File: src/rtl/core/patbl_pkg.sv
package patbl_pkg;

	localparam int TABLE_SLOTS_DEF  = 4096;
	localparam int PROBE_WINDOW_DEF = 32;
	localparam int TOKEN_SCALE_DEF  = 1000;

	localparam int CFG_W     = 32;
	localparam int SLOTCNT_W = 13;

	localparam logic [63:0] HASH_BASIS   = 64'hcbf29ce484222325;
	localparam logic [8:0]  HASH_PRIME_LO = 9'h1b3;
	localparam int          HASH_PRIME_SH = 40;
	localparam logic [7:0]  TAG_V4 = 8'd2;
	localparam logic [7:0]  TAG_V6 = 8'd10;
	localparam logic [31:0] V4_MAPPED_MARK = 32'h0000ffff;

	localparam logic [1:0] REG_SLOT_COUNT = 2'd0;
	localparam logic [1:0] REG_REFILL     = 2'd1;
	localparam logic [1:0] REG_PERIOD     = 2'd2;
	localparam logic [1:0] REG_BURST      = 2'd3;

	localparam logic [1:0] VERDICT_ALLOW    = 2'd0;
	localparam logic [1:0] VERDICT_DENY     = 2'd1;
	localparam logic [1:0] VERDICT_BYPASS   = 2'd2;
	localparam logic [1:0] VERDICT_OVERFLOW = 2'd3;

	typedef enum logic [3:0] {
		S_CLEAR,
		S_IDLE,
		S_HASH,
		S_MOD_GO,
		S_MOD_WAIT,
		S_PROBE_RD,
		S_PROBE_CHK,
		S_MUL,
		S_DIV_GO,
		S_DIV_WAIT,
		S_UPDATE,
		S_OUT
	} state_t;

	typedef struct packed {
		logic        start;
		logic [63:0] dividend;
		logic [31:0] divisor;
	} div_req_t;

	typedef struct packed {
		logic        done;
		logic [63:0] quotient;
		logic [31:0] remainder;
	} div_rsp_t;

endpackage

File: src/rtl/core/patbl_div.sv
module patbl_div (
	input  logic                clk,
	input  logic                arst_n,
	input  patbl_pkg::div_req_t req,
	output patbl_pkg::div_rsp_t rsp
);
	import patbl_pkg::*;

	logic [63:0] dq_q;
	logic [31:0] rem_q;
	logic [31:0] div_q;
	logic [6:0]  cnt_q;
	logic        done_q;
	logic [32:0] shifted;
	logic        ge;

	assign shifted = {rem_q, dq_q[63]};
	assign ge      = shifted >= {1'b0, div_q};

	always_ff @(posedge clk or negedge arst_n) begin
		if (!arst_n) begin
			cnt_q  <= '0;
			done_q <= 1'b0;
		end else begin
			done_q <= (cnt_q == 7'd1);
			if (req.start) begin
				cnt_q <= 7'd64;
			end else if (cnt_q != '0) begin
				cnt_q <= cnt_q - 7'd1;
			end
		end
	end

	always_ff @(posedge clk) begin
		if (req.start) begin
			dq_q  <= req.dividend;
			div_q <= req.divisor;
			rem_q <= '0;
		end else if (cnt_q != '0) begin
			dq_q  <= {dq_q[62:0], ge};
			rem_q <= ge ? 32'(shifted - {1'b0, div_q}) : shifted[31:0];
		end
	end

	assign rsp.done      = done_q;
	assign rsp.quotient  = dq_q;
	assign rsp.remainder = rem_q;
endmodule

File: config.mk
export PLATFORM = sky130hd
export DESIGN_NAME = patbl_div
export DESIGN_NICKNAME = d
export VERILOG_FILES = /design/src/rtl/core/patbl_pkg.sv /design/src/rtl/core/patbl_div.sv
export SDC_FILE = /design/constraint.sdc
export NUM_CORES = 1
export LEC_CHECK = 0
export ABC_AREA = 1
export BUFFER_PORTS_ARGS = -buffer_cell sky130_fd_sc_hd__buf_2
export CAP_MARGIN = 40
export CORE_ASPECT_RATIO = 0.5
export CORE_MARGIN = 1
export CORE_UTILIZATION = 59
export DETAILED_ROUTE_END_ITERATION = 10
export PLACE_DENSITY = 0.95
export SETUP_SLACK_MARGIN = 0.15
export SYNTH_ARGS = -nofsm -noshare
export SYNTH_HDL_FRONTEND = slang
export SYNTH_SLANG_ARGS = --single-unit
File: constraint.sdc
create_clock -name clk -period 3.9 [get_ports clk]
set_clock_uncertainty 0.15 [all_clocks]
set_input_delay 0.585 -clock clk [delete_from_list [all_inputs] [get_ports clk]]
set_output_delay 0.585 -clock clk [all_outputs]
set_load 0.02 [all_outputs]
# After elaboration in Yosys (flattened, before gate mapping)
# Index checks and enable logic that the tools add are counted.
[op_classes] n_eq_ne=1 n_reduce_logical=2 n_lt_le_gt_ge=1 mux=5 addsub=2
[op_table] cell="2-to-1 mux 64 bit" n=2
[op_table] cell=">= comparator 33 x 32 -> 1 bit" n=1
[op_table] cell="2-to-1 mux 32 bit" n=1
[op_table] cell="subtractor 32 bit" n=1
[op_table] cell="2-to-1 mux 7 bit" n=2
[op_table] cell="equality test 7 x 1 -> 1 bit (second input constant)" n=1
[op_table] cell="nonzero test 7 bit" n=1
[op_table] cell="subtractor 7 x 1 -> 7 bit (second input constant)" n=1
[op_table] cell="nonzero test 2 bit" n=1
[totals] out_inout_bits=97 input_bits=99 wordCells=16 reg_bits=136

# Longest topological paths before layout
# Gate-level depths: netlist of run 1.
[depth] depth_word=3 mapped_depth=17 mapped_depth_nobuf=16

# Worst setup path after synthesis of run 1
# No wires, ideal clock.
[synth_timing] kind="register -> register" from="register cnt_q[0]" to="register dq_q[0] (enable)" stages_incl_launch_ff=9 setup_ns=0.396 t_required_ns=3.354 t_arrival_ns=1.944 setup_slack_ns=1.410 n_path_buf=1 period_less_slack_ns=2.490 cell_sequence="dfrtp_1 inv_1 ha_1 nand2_1 nor2_1 inv_1 nor2_2 inv_1 buf_2"
[synth_via] elab_chain_len=2
[synth_lines] item="start, declared" line="patbl_div.sv:12" text="logic [6:0] cnt_q;"
[synth_lines] item="start signal, assigned" line="patbl_div.sv:29" text="cnt_q <= cnt_q - 7'd1;"
[synth_lines] item="nonzero test 7 bit" line="patbl_div.sv:39" text="end else if (cnt_q != '0) begin"
[synth_lines] item="nonzero test 2 bit (no source line)"
[synth_lines] item="end signal, assigned" line="patbl_div.sv:36" text="dq_q <= req.dividend;"
[synth_lines] item="end signal, assigned" line="patbl_div.sv:40" text="dq_q <= {dq_q[62:0], ge};"
[synth_lines] item="end, declared" line="patbl_div.sv:9" text="logic [63:0] dq_q;"
# No other way between the ends.
# A chain may end at the register's enable or synchronous reset.

# Worst setup path after layout of run 1
[layout_timing] from="register cnt_q[0]" to="register dq_q[3] (enable)"
# Same word-level chain as after synthesis.

==> impl_metrics.yaml, run 1 <==
final_layout:
  nets: 1459
  diodes: 0
  fin_area_um2: 9950
  drive_gt1_share_pct: 18.4
  area_growth_pct: 20.8
routing:
  final_antenna_net_count: 0
  dr.pass1.iters: 8
  vias: 7893
  drc: 2
  wl_um: 23400
  wl_per_cell_um: 15.3
  drt-initial-drc-count: 739
  vias_per_cell: 5.16
placement:
  gp_congestion: 0.985
  io_buffers: 195
  post-dp-hpwl_um: 17500
  dpl_cell_area_um2: 9360
floorplanning:
  core_um2: 13600
  die-area_um2: 14500
  rows: 30
  chipWidth_um: 169
  die_h_um: 85.5
  ios: 196
  start_util_pct: 60.6
cts:
  cts_buffer_depth: 2
  cts_sinks: 136
  hold_buffers: 1
  numCtsBuffers: 17
  cts_tree: "yes"
  cts_resized: 0
  clock_latency_ns: 0.42
  path_clk_slew_ns: 0.07
  cts_setup_buffers: 0
  cts-root-buf: "clkbuf_16"
  cts.htree.levels: 4
worst_setup_path:
  crit_type: "reg -> reg"
  end_kind: "flop"
  critical_path_arrival_ns: 2.81
  path_max_fanout: 32
  rr_worst_depth: 9
  cp.required_ns: 3.84
  critPathLaunchType: "flop"
timing:
  period_needed_ns: 2.87
  slew_headroom_pct: 52.3
  fmax_ghz: 0.349
  period_share_pct: 73.6
  rsz0062_at_grt: "no"
  tns_ns: 0
  hold_viol: 0
  worst_pin_slew_ns: 0.715
  setup_viol: 0
  drv_slew: 0
yosys:
  synthCells: 1133
  synth_top_area_share_pct: 35.0
  synthTopCellsByArea: "edfxtp_1 35%, nand2_1 23%, inv_1 8.4%"
  synth_xor_area_share_pct: 1.70
  ys_warn_count: 0
  ys.flop_type: "edfxtp_1"
  yosys.cell_types.count: 35
  synth_fa_ha_area_share_pct: 5.41
  synth_area_per_cell_um2: 7.27
  ys_async_sr_fraction_pct: 5.88
  synth_compound_area_share_pct: 3.04
  synth_area_um2: 8230
  ys_seq_area_share_pct: 45.2
  synth_edf_count: 96
  synth_simple_gate_area_share_pct: 34.0
  yosys_register_bits: 136
  synth_nets: 1267
  synth_common_cells: "512 x nand2_1, 184 x inv_1, 96 x edfxtp_1"
  synth_top_family_by_area: "simple AND/OR/NAND/NOR gates"
  synth_most_common_cell: "nand2_1"
  synthMuxAreaShare_pct: 0
  synth_top_cell_by_area: "edfxtp_1"
grt:
  track_usage_pct: 33.1
  antenna_found_initial: 0
  grt_first_pass_wirelength_um: 37200
  grt_use_met1_pct: 43.6
  grt_start_max_net_pins: 63
  top_usage_layer: "met2"
  gr-usage-met3_pct: 6.41
  grt-ovfl-total: 0
  grt_pass1_vias: 7457
  grt_use_met2_pct: 56.4
power:
  peakVddDrop_v: 0.000378
  power.density_nw_per_um2: 659
  p_leak_nw: 5.51
worst_hold_path:
  worstHoldPathCells: 1
  holdCritPathClass: "in -> reg"
status:
  run_status: "finished with violations"
  failed_checks: "DRC"
run:
  max-cap-violations: 0
==> per-layer routing <==
layer,vias to the layer above,routed length (um)
li1,3904,-
met1,3611,10500
met2,338,10900
met3,40,1550
met4,0,444
met5,-,0
==> stage by stage <==
stage	std cells	total power [mW]	hold WS (ns)	util, %	setup WS [ns]
floorplan	1133	4.11	0.139	-	1.41
global placement	1496	4.79	0.281	68.7	1.10
detailed placement	1497	4.89	0.286	68.9	1.02
CTS	1530	6.52	0.169	73.2	1.04
global route	1530	6.96	0.166	73.2	0.850
finish	1530	6.55	0.183	73.2	1.03
==> final timing paths <==
path	startpoint	to	slack, ns
min in group asynchronous	arst_n	cnt_q[0]$_DFFE_PN0P_	0.39
hold / removal	req[5]	div_q[5]$_DFFE_PP_	0.18
setup reg to reg	cnt_q[0]$_DFFE_PN0P_	dq_q[3]$_DFFE_PP_	1.03
max in group asynchronous	arst_n	cnt_q[5]$_DFFE_PN0P_	3.03
setup / recovery	cnt_q[0]$_DFFE_PN0P_	dq_q[3]$_DFFE_PP_	1.03
hold reg to reg	rem_q[12]$_SDFFE_PP0P_	rem_q[12]$_SDFFE_PP0P_	0.34
==> worst max-delay path, stage by stage, from the launching register on <==
cell and delay [ns]:
dfrtp_1 0.39, inv_1 0.10, ha_1 0.24, nand2_1 0.15, nor2_1 0.11, inv_1 0.11
nor2_2 0.04, buf_4 0.24, inv_2 0.56, buf_4 0.42
==> cells in the final DEF (no fill, tap or decap), drive strengths merged <==
cell,instances
nand2,515
buf,203
inv,186
edfxtp,96
nand3,75
nor2,56
ha,34
dfxtp,32
clkbuf,23
a21oi,21
o21ai,16
nand3b,15
xnor2,14
nand4,13
dfrtp,8
clkinv,7
nor3,5
o21bai,3
xor2,2
a31oi,2
and2,2
clkinvlp,2
bufinv,2
a311oi,1
o22ai,1
o21a,1
a21o,1
fa,1
dlygate4sd3,1
==> kinds of logic (layout without fill, tap and decap cells) <==
family	count (synthesis)	in the layout
simple gates	681	681
buf+inv	219	424
flops	136	136
compound gates	46	46
fa+ha+maj	35	35
xor+xnor	16	16
==> registers in the layout, summed over array words and instances, names as in the netlist <==
| name | count |
|---|---|
| cnt_q | 7 |
| rem_q | 32 |
| done_q | 1 |
| div_q | 32 |
| dq_q | 64 |
==> where the power goes <==
part	switching, mW	total (mW)	internal, mW
registers	0.217	2.10	1.89
logic	1.87	2.82	0.946
clock network	0.663	1.63	0.967
total	2.75	6.55	3.80
==> cell type report <==
| class | count | area, um^2 |
|---|---|---|
| clock inverter | 9 | 119 |
| timing repair buffer | 204 | 1060 |
| fill | 1104 | 3640 |
| inverter | 188 | 706 |
| tap | 192 | 240 |
| clock buffer | 23 | 458 |
| multi-input combinational | 778 | 3640 |
| sequential | 136 | 3720 |
Note: power is estimated with default switching activity, not from simulation.
==> run 2: changes to the inputs <==
--- a/config.mk
+++ b/config.mk
@@ -10,9 +10,9 @@
 export CAP_MARGIN = 40
 export CORE_ASPECT_RATIO = 0.5
 export CORE_MARGIN = 1
-export CORE_UTILIZATION = 59
+export CORE_UTILIZATION = 55
 export DETAILED_ROUTE_END_ITERATION = 10
-export PLACE_DENSITY = 0.95
+export PLACE_DENSITY = 0.94
 export SETUP_SLACK_MARGIN = 0.15
 export SYNTH_ARGS = -nofsm -noshare
 export SYNTH_HDL_FRONTEND = slang
==> constraint.sdc (replaced) <==
create_clock -name clk -period 2.9 [get_ports clk]
set_clock_uncertainty 0.15 [all_clocks]
set_input_delay 0.435 -clock clk [delete_from_list [all_inputs] [get_ports clk]]
set_output_delay 0.435 -clock clk [all_outputs]
set_load 0.02 [all_outputs]
==> impl_metrics.yaml, run 2 (synthesis results as in run 1) <==
run:
  max-cap-violations: 0
worst_setup_path:
  r2r-start: "dq_q[63]$_DFFE_PP_"
  cp.required_ns: 3.07
  cp_num_buf_inv: 2
  crit_top_cell: "nand2_1"
  critPathLaunchType: "flop"
  rr_endpoint: "rem_q[30]$_SDFFE_PP0P_"
  crit_type: "reg -> reg"
  slowest_stage: "fa_1"
  worst-r2r-setup-slack_ns: 0.34
  cpPeakStageDelay_ns: 0.44
  path_delay_family: "simple AND/OR/NAND/NOR gates"
  rr_worst_depth: 15
  cp.depth: 15
  crit_chain: "inv_1, ha_1, fa_1, inv_1, nand2_1, nand2_1, nand2_1, nand2_1, nand2_1, nand2_1, nand2_1, nand3_1, nand3_1, nand2_1, nand2_1"
  end_kind: "flop"
  path_max_fanout: 4
  critical_path_arrival_ns: 2.73
routing:
  vias: 7857
  drt-initial-drc-count: 719
  dr.pass1.iters: 7
  final_antenna_net_count: 0
  drc: 0
  wl_per_cell_um: 14.6
  wl_um: 22400
  vias_per_cell: 5.11
floorplanning:
  die-area_um2: 15500
  rows: 31
  die_h_um: 88.5
  ios: 196
  start_util_pct: 56.6
  core_um2: 14500
  chipWidth_um: 175
timing:
  worst_pin_slew_ns: 0.638
  rsz0062_at_grt: "no"
  period_share_pct: 88.3
  hold_viol: 0
  tns_ns: 0
  period_needed_ns: 2.56
  slew_headroom_pct: 57.4
  setup_viol: 0
  drv_slew: 0
  fmax_ghz: 0.390
power:
  power.switching_mw: 3.68
  power_frac_comb_pct: 43.1
  p_clk_share_pct: 24.9
  internal_power_mw: 5.12
  switching_share_pct: 41.8
  power.density_nw_per_um2: 879
  p_leak_nw: 5.54
  pwr-share-seq_pct: 32.0
  peakVddDrop_v: 0.000542
cts:
  clock_latency_ns: 0.43
  cts_sinks: 136
  cts-root-buf: "clkbuf_16"
  cts.htree.levels: 4
  path_clk_slew_ns: 0.07
  cts_buffer_depth: 2
  numCtsBuffers: 17
  cts_tree: "yes"
worst_hold_path:
  hold_start: "req[22]"
  holdCritPathClass: "in -> reg"
  min_to: "div_q[22]$_DFFE_PP_"
  worstHoldPathCells: 1
placement:
  post-dp-hpwl_um: 16600
  io_buffers: 195
  gp_congestion: 0.996
  dpl_cell_area_um2: 9410
grt:
  grt-ovfl-total: 0
  grt_pass1_vias: 7112
  grt_start_max_net_pins: 55
  track_usage_pct: 28.9
  antenna_found_initial: 1
  grt_first_pass_wirelength_um: 34700
final_layout:
  fillerInstances: 1232
  fin_area_um2: 10000
  nets: 1462
  area_growth_pct: 21.7
  layout_common_cells: "512 x nand2_1, 194 x buf_2, 182 x inv_1"
  final_common_cell: "nand2_1"
  diodes: 0
  largest_reg_flops: 64
  drive_gt1_share_pct: 18.8
  reg_top3: "dq_q: 64 flops, div_q: 32 flops, rem_q: 32 flops"
  regMostFlops: "dq_q"
status:
  run_status: "finished clean"
[run 2: power groups by stage]
stage	clock network [mW]	registers, mW	logic [mW]
global placement	0	2.83	3.57
floorplan	0	3.20	2.33
CTS	2.21	2.81	3.72
finish	2.19	2.82	3.80
detailed placement	0	2.85	3.69
global route	2.28	2.86	4.21
[run 2: cell type report]
type	count	area, um^2	share of cell area [%]
repair buffers	207	1120	11.1
flip-flops and latches	136	3720	37.2
inverters	188	706	7.04
clock inverters	13	148	1.47
well taps	198	248	2.47
clock buffers	19	433	4.32
multi-input cells	778	3650	36.4
[run 2: metal layers]
metal  routed length [um]  vias to the layer above  GRT usage [%]
li1                     -                     3912              -
met1                 9810                     3571           37.9
met2                10500                      340           49.0
met3                 1810                       32           5.97
met4                  295                        2           8.70
met5                   11                        -              0
[run 2: repair_timing]
item / in CTS / in global routing
gates resized for setup: 0 / 1
setup endpoints to repair: 0 / 32
setup buffers: 0 / 2
hold buffers: 1 / 0
hold endpoints to repair: 8 / 0
[run 2: worst max path at each step]
stage                                      start                     end  slack [ns]
after global placement    rem_q[23]$_SDFFE_PP0P_   rem_q[0]$_SDFFE_PP0P_        0.33
final                         dq_q[63]$_DFFE_PP_  rem_q[30]$_SDFFE_PP0P_        0.34
after detailed placement     div_q[24]$_DFFE_PP_   rem_q[0]$_SDFFE_PP0P_        0.22
after CTS                    div_q[24]$_DFFE_PP_  rem_q[12]$_SDFFE_PP0P_        0.19
after floorplan             cnt_q[0]$_DFFE_PN0P_       dq_q[0]$_DFFE_PP_        0.41
after global routing          dq_q[63]$_DFFE_PP_  rem_q[28]$_SDFFE_PP0P_        0.20
[run 2: stage by stage]
stage | power, mW | setup slack (ns) | util [%] | hold slack (ns) | instances
2_1_floorplan | 5.53 | 0.410 | - | -0.0106 | 1133
3_3_place_gp | 6.40 | 0.331 | 64.5 | 0.135 | 1503
3_5_place_dp | 6.53 | 0.218 | 64.7 | 0.137 | 1504
4_1_cts | 8.75 | 0.191 | 68.7 | 0.0212 | 1537
5_1_grt | 9.36 | 0.197 | 68.9 | 0.0155 | 1539
6_report | 8.81 | 0.338 | 68.9 | 0.0297 | 1539
==> run 3: changes to the inputs <==
--- a/config.mk
+++ b/config.mk
@@ -10,9 +10,10 @@
 export CAP_MARGIN = 40
 export CORE_ASPECT_RATIO = 0.5
 export CORE_MARGIN = 1
-export CORE_UTILIZATION = 55
+export CORE_UTILIZATION = 40
 export DETAILED_ROUTE_END_ITERATION = 10
-export PLACE_DENSITY = 0.94
+export PLACE_DENSITY = 0.74
+export RECOVER_POWER = 25
 export SETUP_SLACK_MARGIN = 0.15
 export SYNTH_ARGS = -nofsm -noshare
 export SYNTH_HDL_FRONTEND = slang
==> impl_metrics.yaml, run 3 (synthesis results as in run 1) <==
status:
  run_status: "finished with violations"
  failed_checks: "capacitance limit, slew limit"
routing:
  dr_wl_met2_um: 10400
  drt-initial-drc-count: 632
  wl_um: 23300
  wl_met3_um: 1690
  vias: 7647
  dr.max_layer_used: "met5"
  wl_per_cell_um: 14.3
  met1_length_um: 10900
  vias_per_cell: 4.69
  drc: 0
  final_antenna_net_count: 0
  dr.pass1.iters: 5
final_layout:
  regMostFlops: "dq_q"
  nets: 1484
  final-instance-count-excl-fill: 1630
  largest_reg_flops: 64
  layout_common_cells: "512 x nand2_1, 193 x buf_2, 183 x inv_1"
  area_growth_pct: 24.9
  final_common_cell: "nand2_1"
  reg_top3: "dq_q: 64 flops, div_q: 32 flops, rem_q: 32 flops"
  drive_gt1_share_pct: 18.1
  fillerInstances: 1980
  fin_area_um2: 10300
cts:
  cts_buffer_depth: 2
  cts-root-buf: "clkbuf_16"
  cts_tree: "yes"
  numCtsBuffers: 17
  clock_latency_ns: 0.45
  cts_sinks: 136
  cts.htree.levels: 4
  path_clk_slew_ns: 0.06
  cts_setup_buffers: 0
grt:
  grt-ovfl-total: 0
  antenna_found_initial: 4
  grt_pass1_vias: 7239
  grt_start_max_net_pins: 77
  grt_first_pass_wirelength_um: 36700
  track_usage_pct: 23.0
floorplanning:
  ios: 196
  rows: 36
  core_um2: 19800
  die-area_um2: 21200
  die_h_um: 103
  start_util_pct: 41.5
  chipWidth_um: 205
timing:
  worst_pin_slew_ns: 1.62
  drv_slew: 26
  period_share_pct: 88.3
  rsz0062_at_grt: "no"
  slew_headroom_pct: -8.18
  fmax_ghz: 0.390
  period_needed_ns: 2.56
  hold_viol: 0
  whs_ns: 0.0239
  tns_ns: 0
  setup_viol: 0
worst_setup_path:
  cp.required_ns: 2.95
  r2r-start: "div_q[20]$_DFFE_PP_"
  rr_endpoint: "rem_q[1]$_SDFFE_PP0P_"
  path_max_fanout: 65
  worst-r2r-setup-slack_ns: 0.36
  critPathLaunchType: "input port"
  crit_type: "in -> reg"
  rr_worst_depth: 12
  critical_path_arrival_ns: 2.61
  end_kind: "flop"
  cp-startpoint: "req[96]"
run:
  max-cap-violations: 1
worst_hold_path:
  worstHoldPathCells: 1
  holdCritPathClass: "in -> reg"
  min_to: "div_q[31]$_DFFE_PP_"
  hold_start: "req[31]"
placement:
  gp_congestion: 0.966
  post-dp-hpwl_um: 17500
  dpl.cell_count: 1575
  io_buffers: 195
  dpl_cell_area_um2: 9510
power:
  p_leak_nw: 5.60
  peakVddDrop_v: 0.000490
  power.density_nw_per_um2: 844
## run 3: per-layer routing
| layer | GRT usage [%] | up-vias |
|---|---|---|
| li1 | - | 3950 |
| met1 | 29.6 | 3442 |
| met2 | 36.9 | 214 |
| met3 | 7.30 | 35 |
| met4 | 7.81 | 6 |
| met5 | 0 | - |
## run 3: worst max-delay path by stage
stage,endpoint,depth (start not counted),slack [ns]
after floorplan,dq_q[0]$_DFFE_PP_,8,0.41
after global placement,rem_q[30]$_SDFFE_PP0P_,17,0.29
after detailed placement,rem_q[28]$_SDFFE_PP0P_,17,0.24
after CTS,rem_q[28]$_SDFFE_PP0P_,17,0.21
after global routing,dq_q[17]$_DFFE_PP_,5,0.12
final,dq_q[9]$_DFFE_PP_,5,0.34
## run 3: what timing repair did
action / 4_1_cts / 5_1_grt
resized for setup: 0 / 3
endpoints found under the setup margin: 0 / 32
hold buffers: 20 / 2
endpoints found under the hold margin: 27 / 2
## run 3: area by class of cell
type | instances | area (um^2) | area share [%]
Clock inverter | 14 | 109 | 1.06
Sequential cell | 136 | 3720 | 36.2
Tap cell | 266 | 333 | 3.24
Clock buffer | 18 | 429 | 4.17
Multi-Input combinational cell | 778 | 3660 | 35.6
Timing Repair Buffer | 229 | 1320 | 12.9
Inverter | 188 | 706 | 6.86
Antenna cell | 1 | 2.50 | 0.0243
## run 3: metrics by stage
step	util (%)	total power, mW	setup WS [ns]
after floorplan	-	5.53	0.410
after global placement	48.0	6.56	0.290
after detailed placement	48.0	6.63	0.245
after CTS	51.7	8.71	0.207
after global routing	51.9	9.30	0.123
final	51.9	8.67	0.338
## run 3: critical path, cell delays in order
cell	delay, ns
clkbuf_1	1.14
inv_1	0.21
clkbuf_4	0.51
nand2_1	0.18
nand2_1	0.07
## run 3: power breakdown
group          internal (mW)  switching (mW)  leakage (nW)
Combinational           1.34            2.48          3.97
Sequential              2.54           0.281          1.38
Clock                   1.16           0.869         0.258
